===== config.mk =====
export PLATFORM = sky130hd
export DESIGN_NAME = mies_ctrl
export DESIGN_NICKNAME = d
export VERILOG_FILES = /design/src/rtl/core/mies_pkg.sv /design/src/rtl/core/mies_ctrl.sv
export VERILOG_INCLUDE_DIRS = /design/src /design/src/rtl/core
export SDC_FILE = /design/constraint.sdc
export NUM_CORES = 1
export LEC_CHECK = 0
export BUFFER_PORTS_ARGS = -buffer_cell sky130_fd_sc_hd__buf_2
export CAP_MARGIN = 40
export CORE_AREA = 2 2 39 41
export DETAILED_ROUTE_END_ITERATION = 7
export DIE_AREA = 0 0 41 43
export SLEW_MARGIN = 20
export SYNTH_ARGS = -nofsm -noshare
export SYNTH_HDL_FRONTEND = slang
export SYNTH_SLANG_ARGS = --single-unit

===== constraint.sdc =====
create_clock -name clock -period 1.3 [get_ports clock]
set_clock_uncertainty 0.15 [all_clocks]
set_input_delay 0.26 -clock clock [delete_from_list [all_inputs] [get_ports clock]]
set_output_delay 0.26 -clock clock [all_outputs]
set_load 0.01 [all_outputs]

===== src/rtl/core/assert_macros.svh =====
// ----------------------------------------------------------------------------
// Assertion macros
// Concurrent assertion wrappers, empty in synthesis builds.
// ----------------------------------------------------------------------------
`ifndef ASSERT_MACROS_SVH
`define ASSERT_MACROS_SVH
`ifndef SYNTHESIS
`define ASSERT_IMPL(lbl, clk, rst, prop) \
   lbl: assert property (@(posedge clk) disable iff (rst) prop) else $error("%m: lbl");
`define ASSERT_ALWAYS(lbl, clk, prop) \
   lbl: assert property (@(posedge clk) prop) else $error("%m: lbl");
`else
`define ASSERT_IMPL(lbl, clk, rst, prop)
`define ASSERT_ALWAYS(lbl, clk, prop)
`endif
`endif


===== src/rtl/core/mies_pkg.sv =====
// ----------------------------------------------------------------------------
// mies_pkg
// Types and codes shared by the execute step controller and datapath.
// ----------------------------------------------------------------------------
package mies_pkg;

   localparam int unsigned WordWidth = 32;
   localparam int unsigned RegIdxWidth = 5;
   localparam int unsigned DivCountWidth = 6;

   typedef enum logic [1:0] {
      STATUS_OK      = 2'd0,
      STATUS_INVALID = 2'd1,
      STATUS_MEMORY  = 2'd2
   } status_type;

   typedef enum logic [2:0] {
      ST_IDLE,
      ST_READ,
      ST_EXEC,
      ST_MUL,
      ST_DIV,
      ST_DONE
   } state_type;

   typedef enum logic [5:0] {
      OP_SPECIAL = 6'h00, OP_J     = 6'h02, OP_JAL   = 6'h03, OP_BEQ   = 6'h04,
      OP_BNE     = 6'h05, OP_BLEZ  = 6'h06, OP_BGTZ  = 6'h07, OP_ADDI  = 6'h08,
      OP_ADDIU   = 6'h09, OP_SLTI  = 6'h0A, OP_SLTIU = 6'h0B, OP_ANDI  = 6'h0C,
      OP_ORI     = 6'h0D, OP_XORI  = 6'h0E, OP_LLO   = 6'h18, OP_LHI   = 6'h19,
      OP_LB      = 6'h20, OP_LH    = 6'h21, OP_LW    = 6'h23, OP_LBU   = 6'h24,
      OP_LHU     = 6'h25, OP_SB    = 6'h28, OP_SH    = 6'h29, OP_SW    = 6'h2B
   } opcode_type;

   typedef enum logic [5:0] {
      FN_SLL  = 6'h00, FN_SRL  = 6'h02, FN_SRA   = 6'h03, FN_SLLV = 6'h04,
      FN_SRLV = 6'h06, FN_SRAV = 6'h07, FN_JR    = 6'h08, FN_JALR = 6'h09,
      FN_MFHI = 6'h10, FN_MTHI = 6'h11, FN_MFLO  = 6'h12, FN_MTLO = 6'h13,
      FN_MULT = 6'h18, FN_MULTU = 6'h19, FN_DIV  = 6'h1A, FN_DIVU = 6'h1B,
      FN_ADD  = 6'h20, FN_ADDU = 6'h21, FN_SUB   = 6'h22, FN_SUBU = 6'h23,
      FN_AND  = 6'h24, FN_OR   = 6'h25, FN_XOR   = 6'h26, FN_NOR  = 6'h27,
      FN_SLT  = 6'h2A, FN_SLTU = 6'h2B
   } funct_type;

   // controller -> datapath
   typedef struct packed {
      logic latch_instr;
      logic read_regs;
      logic exec;
      logic mul_start;
      logic mul_finish;
      logic div_start;
      logic div_step;
      logic div_finish;
      logic commit;
   } cmd_type;

   // datapath -> controller
   typedef struct packed {
      logic is_mul;
      logic is_div;
      logic div_last;
   } stat_type;

endpackage


===== src/rtl/core/mies_ctrl.sv =====
// ----------------------------------------------------------------------------
// mies_ctrl
// Sequencer: fetch operands, execute, iterate multiply/divide, deliver.
// ----------------------------------------------------------------------------
module mies_ctrl (
   input  logic              clock,
   input  logic              reset,
   input  logic              req_valid,
   output logic              req_ready,
   output logic              rsp_valid,
   input  logic              rsp_ready,
   input  mies_pkg::stat_type stat,
   output mies_pkg::cmd_type  cmd
);
   import mies_pkg::*;
   `include "assert_macros.svh"

   state_type state_ff, state_in;

   always_ff @(posedge clock) begin
      if (reset) begin
         state_ff <= ST_IDLE;
      end else begin
         state_ff <= state_in;
      end
   end

   always_comb begin
      state_in = state_ff;
      cmd = '0;
      req_ready = 1'b0;
      rsp_valid = 1'b0;
      unique case (state_ff)
         ST_IDLE: begin
            req_ready = 1'b1;
            if (req_valid) begin
               cmd.latch_instr = 1'b1;
               state_in = ST_READ;
            end
         end
         ST_READ: begin
            cmd.read_regs = 1'b1;
            state_in = ST_EXEC;
         end
         ST_EXEC: begin
            if (stat.is_mul) begin
               cmd.mul_start = 1'b1;
               state_in = ST_MUL;
            end else if (stat.is_div) begin
               cmd.div_start = 1'b1;
               state_in = ST_DIV;
            end else begin
               cmd.exec = 1'b1;
               state_in = ST_DONE;
            end
         end
         ST_MUL: begin
            cmd.mul_finish = 1'b1;
            cmd.exec = 1'b1;
            state_in = ST_DONE;
         end
         ST_DIV: begin
            if (stat.div_last) begin
               cmd.div_finish = 1'b1;
               cmd.exec = 1'b1;
               state_in = ST_DONE;
            end else begin
               cmd.div_step = 1'b1;
            end
         end
         ST_DONE: begin
            rsp_valid = 1'b1;
            if (rsp_ready) begin
               cmd.commit = 1'b1;
               state_in = ST_IDLE;
            end
         end
         default: state_in = ST_IDLE;
      endcase
   end

   `ASSERT_IMPL(a_one_phase, clock, reset, !(req_ready && rsp_valid))
   `ASSERT_IMPL(a_commit_hs, clock, reset, cmd.commit |-> (rsp_valid && rsp_ready))
   `ASSERT_IMPL(a_accept_read, clock, reset, (req_valid && req_ready) |=> cmd.read_regs)
   `ASSERT_ALWAYS(a_reset_idle, clock, reset |=> (state_ff == ST_IDLE))

endmodule


==> impl_metrics.toml, run 1 <==
[timing]
fin_crit_ns = 1.576
period_share = 1.212
worstMarginPinSlew_ns = 0.2099
setup_viol = 12
worst_slack_ns = -0.2756
rsz0062_at_grt = "true"
timing_hold_violations_final = 0
slew_headroom = 0.8595
finalMaxSlewViolations = 0
holdWs_ns = 0.07026
finalSetupTns_ns = -1.996
fmax_ghz = 0.6347

[logic_synthesis]
avgSynthCellArea_um2 = 7.742
synth_top_family_by_area = "simple AND/OR/NAND/NOR gates"
netlist_area_um2 = 247.7
yosysTopAreaCell = "dfxtp_1"
synth_cell_type_count = 19
synth_top_flop_cell = "dfxtp_1"
synthXorXnorAreaFrac = 0
yosysMostFrequentCell = "nor2_1"
syn_nets = 39
synth_compound_area_frac = 0.1364
synth_mux_area_frac = 0.04545
ys_seq_elements = 3
seq_area_frac_synth = 0.2424
yosysTopAreaCellShare = 0.2424
yosys.area_share.simple = 0.5152
synthTopCellsByArea = "dfxtp_1 (24%), nand2b_1 (10%), nor2_1 (9.1%), nor3_1 (8.1%), nor4b_2 (6.1%)"
synthAdderAreaFrac = 0
async_flop_share = 0
synthCells = 32
ys.warnings.count = 0
synth_commonest_cells = "nor2_1 (6), nand2b_1 (4), nor3_1 (4)"
synth_edf_count = 0

[setup_path]
path_max_fanout = 5
critPathSlowestCell = "dfxtp_2"
critPathCaptureType = "primary output"
required_ns = 0.89
critical_path_arrival_ns = 1.17
slowest_delay_ns = 0.33
startpoint_type = "flop"
critical_path_class = "flop to primary output"
path_cells = "inv_1, and3_4, nand2b_1, buf_2"

[run_status]
failed_checks = "negative setup slack"
status = "finished, violations left"

[clocking]
cts.htree.levels = 1
cts_buffer_depth = 2
cts.sinks = 3
root_buffer = "clkbuf_4"
cts_tree = "yes"
cts_buffers = 3
path_clk_slew_ns = 0.04
hold_buffers = 0
insertion_delay_ns = 0.23

[finish]
area_growth_pct = 135.9
drive_gt1_frac = 0.8000
top_regs = "state_ff x3"
top_register = "state_ff"
largest_reg_flops = 3
fillers = 152
antenna_cells = 0
layout.nets = 73
stdcell_area_um2 = 584.3

[worst_hold_path]
hp-class = "primary input to flop"

[global_route]
grt_first_pass_wirelength_um = 1248
grt_max_degree = 7
grt-ovfl-total = 0
grt_pass1_vias = 340
grt_antenna_before_repair = 0
grt_use_total = 0.1023

[place]
dpl.hpwl_um = 612.3
dp_worst_setup_slack_ns = -0.08248
place_congestion = 0.7488
portBuffers = 17
dpl-instance-area_um2 = 430.4

[route]
wl_per_cell_um = 10.60
avgViaCountPerCell = 4.333
drc = 0
drt_iter0_drc = 6
drt-total-wl_um = 859
dr_total_vias = 351
dr.pass1.iters = 2
postRouteAntennaNets = 0

[floorplanning]
num_rows = 14
die-width_um = 41
die_area_um2 = 1763
start_util = 0.1790
die_y_um = 43
io_pins = 18
coreArea_um2 = 1384

[power_and_ir_drop]
p_leak_nw = 0.2727
vdd_drop_max_mv = 0.3055
power_uw = 516.0
power.density_nw_per_um2 = 883.0

[job]
maxCapViolCount = 0
## worst paths after layout
path	from	endpoint	slack (ns)	cells past startpoint
setup / recovery	state_ff[0]	cmd[6]	-0.28	4
hold / removal	reset	state_ff[1]	0.07	2
setup reg to reg	state_ff[0]	state_ff[0]	-0.05	4
hold reg to reg	state_ff[2]	state_ff[1]	0.41	2
## power breakdown
group / switching, mW / leakage [nW] / internal [mW] / total, mW
combinational: 0.104 / 0.231 / 0.134 / 0.238
sequential: 0.0163 / 0.0264 / 0.103 / 0.119
clock: 0.0435 / 0.0150 / 0.115 / 0.158
## layer usage
metal / vias up / wire, um / track usage
met5: - / 0 / 0
met4: 0 / 0 / 0.06000
met3: 0 / 40 / 0.01571
met2: 9 / 479 / 0.1750
met1: 164 / 339 / 0.1090
li1: 178 / - / -
## cell families (layout without fill, tap and decap cells)
group,count (synthesis),after routing
AOI/OAI and AO/OA,5,5
buffers and inverters,2,35
DFF,3,3
muxes,1,1
and+or+nand+nor,21,21
## layout by cell type (no fill, tap or decap), types with 2 or more instances in the layout
master / n
and3_4: 2
buf_2: 14
buf_4: 9
buf_6: 7
clkbuf_4: 3
dfxtp_4: 2
nand2b_1: 2
nand2b_4: 2
nor2_1: 3
nor2_2: 2
nor3_2: 3
## critical path: cells and delay by family, from the launching register on
| kind | cells | cell delay [ns] |
|---|---|---|
| DFF | 1 | 0.33 |
| buffers and inverters | 2 | 0.30 |
| and+or+nand+nor | 2 | 0.31 |
## metrics by stage
| step | util | cells |
|---|---|---|
| 4_1_cts | 0.3996 | 81 |
| 6_report | 0.4222 | 81 |
| 3_3_place_gp | 0.3110 | 74 |
| 2_1_floorplan | - | 32 |
| 3_5_place_dp | 0.3110 | 74 |
| 5_1_grt | 0.4222 | 81 |
## repair_timing
action | 4_1_cts | 5_1_grt
gates resized for setup | 16 | 7
setup buffers | 3 | 1
pin swaps | 6 | 4
setup endpoints to repair | 13 | 13
## cell type report
type	count	area, um2	share of cell area
Clock buffer	4	26.28	0.04497
Inverter	1	3.754	0.006424
Multi-Input combinational cell	27	249.0	0.4261
Sequential cell	3	68.82	0.1178
Tap cell	16	20.02	0.03426
Timing Repair Buffer	30	216.5	0.3705
Power figures use the tool's default switching activity.
==> inputs of run 2 (changes only) <==
- TNS_END_PERCENT: unset -> 1
==> run 2 against run 1 <==
Against the previous run:
- the flow still finishes with violations (negative setup slack)
- register-to-register slack barely moved
- die area did not move
- highest routed layer unchanged
- sequential share of layout area up 0.26 points
- clock power about the same
- fmax grew 0.65%
- combinational power down 3%
- critical path type unchanged
- cell count is 1.2% higher
==> impl_metrics.toml, run 2 (synthesis results as in run 1) <==
[clocking]
cts_tree = "yes"
cts_buffers = 3
insertion_delay_ns = 0.23
root_buffer = "clkbuf_4"
cts_buffer_depth = 2
cts.htree.levels = 1
cts.sinks = 3
hold_buffers = 0
path_clk_slew_ns = 0.04

[power_and_ir_drop]
internal-power_uw = 350.6
p_clk_frac = 0.311
vdd_drop_max_mv = 0.3130
switching_power_uw = 158.2
power_frac_seq = 0.232
switching_share = 0.3109
pwr-share-comb = 0.457
power.density_nw_per_um2 = 889.8
p_leak_nw = 0.2808

[setup_path]
critPathCaptureType = "primary output"
r2r_start = "state_ff[1]"
required_ns = 0.89
critical_path_class = "flop to primary output"
startpoint_type = "flop"
startpoint = "state_ff[2]"
path_max_fanout = 5
critical_path_arrival_ns = 1.16

[timing]
holdWs_ns = 0.06999
fmax_ghz = 0.6388
timing_hold_violations_final = 0
fin_crit_ns = 1.565
slew_headroom = 0.8586
worst_slack_ns = -0.2655
worstMarginPinSlew_ns = 0.2112
finalMaxSlewViolations = 0
period_share = 1.204
rsz0062_at_grt = "true"
setup_viol = 12

[finish]
finalNonFillerCells = 82
final_common_cell = "buf_2"
layout.nets = 74
area_growth_pct = 130.8
top_regs = "state_ff x3"
top_register = "state_ff"
mostFrequentLayoutCells = "buf_2 (14), buf_4 (12), buf_6 (5), nor2_1 (4), nor3_2 (4)"
largest_reg_flops = 3
antenna_cells = 0
drive_gt1_frac = 0.7879

[worst_hold_path]
hp-class = "primary input to flop"
hold_start = "reset"

[route]
dr.pass1.iters = 3
drc = 0
dr_total_vias = 349
postRouteAntennaNets = 0
drt_iter0_drc = 3
drt-total-wl_um = 845
avgViaCountPerCell = 4.256
wl_per_cell_um = 10.30

[job]
maxCapViolCount = 0

[global_route]
grt_antenna_before_repair = 0
grt_use_total = 0.1013
grt_first_pass_wirelength_um = 1221
grt_pass1_vias = 334
grt-ovfl-total = 0
grt_max_degree = 7

[floorplanning]
io_pins = 18
die_y_um = 43
die_area_um2 = 1763
start_util = 0.1790
coreArea_um2 = 1384
die-width_um = 41
num_rows = 14

[place]
dpl.hpwl_um = 612.3
dp.cells = 74
portBuffers = 17
place_congestion = 0.7488
dp_worst_setup_slack_ns = -0.08248

[run_status]
failed_checks = "negative setup slack"
status = "finished, violations left"
[run 2: metrics by stage]
step | instance area, um2 | power (mW) | utilization | TNS [ns]
floorplan | 261.5 | 0.2088 | - | -0.04360
global placement | 430.4 | 0.2930 | 0.3110 | -0.1882
detailed placement | 430.4 | 0.2943 | 0.3110 | -0.2708
CTS | 541.8 | 0.4993 | 0.3915 | -2.085
global route | 571.8 | 0.5513 | 0.4132 | -2.670
finish | 571.8 | 0.5088 | 0.4132 | -1.955
[run 2: what timing repair did]
action | in CTS | in global routing
hold endpoints to repair | 0 | 0
buffers inserted | 3 | 1
setup endpoints to repair | 13 | 13
pin swaps | 4 | 2
cloned | 0 | 0
resized for setup | 13 | 5
[run 2: layout make-up]
cell class | instances | area [um2]
tap | 16 | 20.02
timing repair buffer | 31 | 216.5
inverter | 1 | 3.754
multi-input combinational | 27 | 236.5
sequential | 3 | 68.82
clock buffer | 4 | 26.28
fill | 154 | 812.0
[run 2: power groups by stage]
stage	Clock [mW]	Sequential [mW]	Combinational [mW]
2_1_floorplan	0	0.114	0.0945
3_3_place_gp	0	0.116	0.177
3_5_place_dp	0	0.117	0.177
4_1_cts	0.165	0.118	0.216
5_1_grt	0.180	0.119	0.251
6_report	0.158	0.118	0.232
[run 2: final timing paths]
check,end,slack (ns),cells past startpoint
worst max-delay path,cmd[6],-0.27,4
worst max register to register,state_ff[0],-0.04,6
worst min register to register,state_ff[1],0.41,2
worst min-delay path,state_ff[1],0.07,2
[run 2: metal layers]
| layer | global-route usage | vias to the layer above | routed length (um) |
|---|---|---|---|
| met5 | 0 | - | 0 |
| met4 | 0.06000 | 0 | 0 |
| met3 | 0.01571 | 0 | 34 |
| met2 | 0.1750 | 9 | 464 |
| met1 | 0.1058 | 159 | 346 |
| li1 | - | 181 | - |
[run 2: critical path: stages, from the launching register on]
cell,delay [ns]
dfxtp_4,0.37
nor2b_4,0.16
and3_4,0.19
nand2b_1,0.09
buf_2,0.12
==> inputs of run 3 (changes only) <==
- PLACE_DENSITY_LB_ADDON: unset -> 0.2
==> run 3 against run 2 <==
Against the previous run:
- the run still ends with negative setup slack left
- core utilization grew 0.81 points
- wire length grew 4.3%
- non-clock buffer count grew 2
- fmax shrank 0.21%
- sequential share of layout area shrank 0.23 points
- critical path depth shrank 1
- cell count grew 2.4%
- setup slack lost 0.0034 ns
- critical endpoint is now cmd[3]
==> impl_metrics.toml, run 3 (synthesis results as in run 1) <==
[run_status]
status = "finished, violations left"
failed_checks = "negative setup slack"

[clocking]
path_clk_slew_ns = 0.04
cts.htree.levels = 1
root_buffer = "clkbuf_4"
cts_tree = "yes"
cts_buffer_depth = 2
cts_buffers = 3
insertion_delay_ns = 0.23
cts.sinks = 3
hold_buffers = 0

[timing]
worstMarginPinSlew_ns = 0.2045
worst_slack_ns = -0.2689
finalSetupTns_ns = -2.072
fin_crit_ns = 1.569
setup_viol = 12
timing_hold_violations_final = 0
period_share = 1.207
fmax_ghz = 0.6374
finalMaxSlewViolations = 0
rsz0062_at_grt = "true"
slew_headroom = 0.8631

[setup_path]
rr_worst_depth = 4
critPathSlowestCell = "or3b_4"
startpoint = "state_ff[0]"
cp.depth = 3
startpoint_type = "flop"
path_cells = "or3b_4, nor2_4, buf_6"
r2r_start = "state_ff[0]"
critical_path_arrival_ns = 1.16
path_delay_family = "simple AND/OR/NAND/NOR gates"
required_ns = 0.89
r2r_end = "state_ff[0]"
path_max_fanout = 5
critical_path_class = "flop to primary output"
slowest_delay_ns = 0.39
critPathBufInv = 1
rrSetupSlack_ns = -0.03
critPathCaptureType = "primary output"

[finish]
fillers = 157
top_register = "state_ff"
drive_gt1_frac = 0.7941
final_common_cell = "buf_2"
antenna_cells = 0
layout.nets = 76
mostFrequentLayoutCells = "buf_2 (15), buf_4 (14), nor2_1 (5), nor3_2 (4), buf_6 (4)"
largest_reg_flops = 3
area_growth_pct = 135.4
finalNonFillerCells = 84
top_regs = "state_ff x3"

[place]
dpl.hpwl_um = 598.8
portBuffers = 17
place_congestion = 0.7733
dp_worst_setup_slack_ns = -0.1175
dp.cells = 75

[power_and_ir_drop]
power.density_nw_per_um2 = 894.6
p_leak_nw = 0.2922
vdd_drop_max_mv = 0.2772

[global_route]
grt_antenna_before_repair = 0
grt_first_pass_wirelength_um = 1421
grt_max_degree = 6
grt_pass1_vias = 343
grt-ovfl-total = 0
grt_use_total = 0.1242

[floorplanning]
coreArea_um2 = 1384
die_area_um2 = 1763
die-width_um = 41
num_rows = 14
io_pins = 18
start_util = 0.1790
die_y_um = 43

[route]
drt-total-wl_um = 881
dr_total_vias = 354
dr.pass1.iters = 2
drc = 0
postRouteAntennaNets = 0
drt_iter0_drc = 2
avgViaCountPerCell = 4.214
wl_per_cell_um = 10.49

[worst_hold_path]
hold_start = "reset"
hp-class = "primary input to flop"
min_path_cells = 2
hold_end = "state_ff[1]"

[job]
maxCapViolCount = 0
==> run 3: stage by stage <==
stage | hold WS, ns | cell area (um2) | power, mW | util
6_report | 0.06847 | 583.1 | 0.5216 | 0.4213
5_1_grt | 0.06607 | 583.1 | 0.5605 | 0.4213
4_1_cts | 0.04888 | 554.3 | 0.5123 | 0.4005
3_5_place_dp | 0.3038 | 437.9 | 0.2946 | 0.3165
3_3_place_gp | 0.3105 | 437.9 | 0.2970 | 0.3165
2_1_floorplan | 0.1750 | 261.5 | 0.2088 | -
==> run 3: where the power goes <==
| part | leakage [nW] | switching (mW) | total [mW] | internal [mW] |
|---|---|---|---|---|
| sequential | 0.0264 | 0.0145 | 0.119 | 0.104 |
| combinational | 0.251 | 0.102 | 0.240 | 0.138 |
| clock | 0.0150 | 0.0480 | 0.163 | 0.115 |
==> run 3: worst max-delay path by stage <==
stage / to / slack (ns)
2_1_floorplan: cmd[3] / -0.03
3_3_place_gp: cmd[6] / -0.13
3_5_place_dp: cmd[6] / -0.12
4_1_cts: cmd[3] / -0.28
5_1_grt: cmd[6] / -0.32
6_report: cmd[3] / -0.27
==> run 3: layout make-up <==
cell class              instances  area (um2)  share of cell area
repair buffers                 33       225.2              0.3863
multi-input cells              27       239.0              0.4099
clock buffers                   4       26.28             0.04506
inverters                       1       3.754            0.006438
well taps                      16       20.02             0.03433
flip-flops and latches          3       68.82              0.1180
==> run 3: per-layer routing <==
layer,wire (um),up-vias,track usage
met3,50,2,0.03141
met4,7,0,0.1000
met5,0,-,0
met1,343,156,0.1470
li1,-,184,-
met2,480,12,0.1781
==> run 3: repair_timing <==
| item | in CTS | in global routing |
|---|---|---|
| gates resized for setup | 14 | 4 |
| buffers inserted | 3 | 2 |
| endpoints found under the setup margin | 12 | 14 |
| pin swaps | 4 | 2 |
| hold endpoints to repair | 0 | 0 |
==> run 3: worst register-to-register path, stage by stage (launching register included) <==
cell     delay [ns]
dfxtp_4        0.35
or3b_4         0.39
buf_4          0.15
a21oi_2        0.11
a21oi_1        0.07
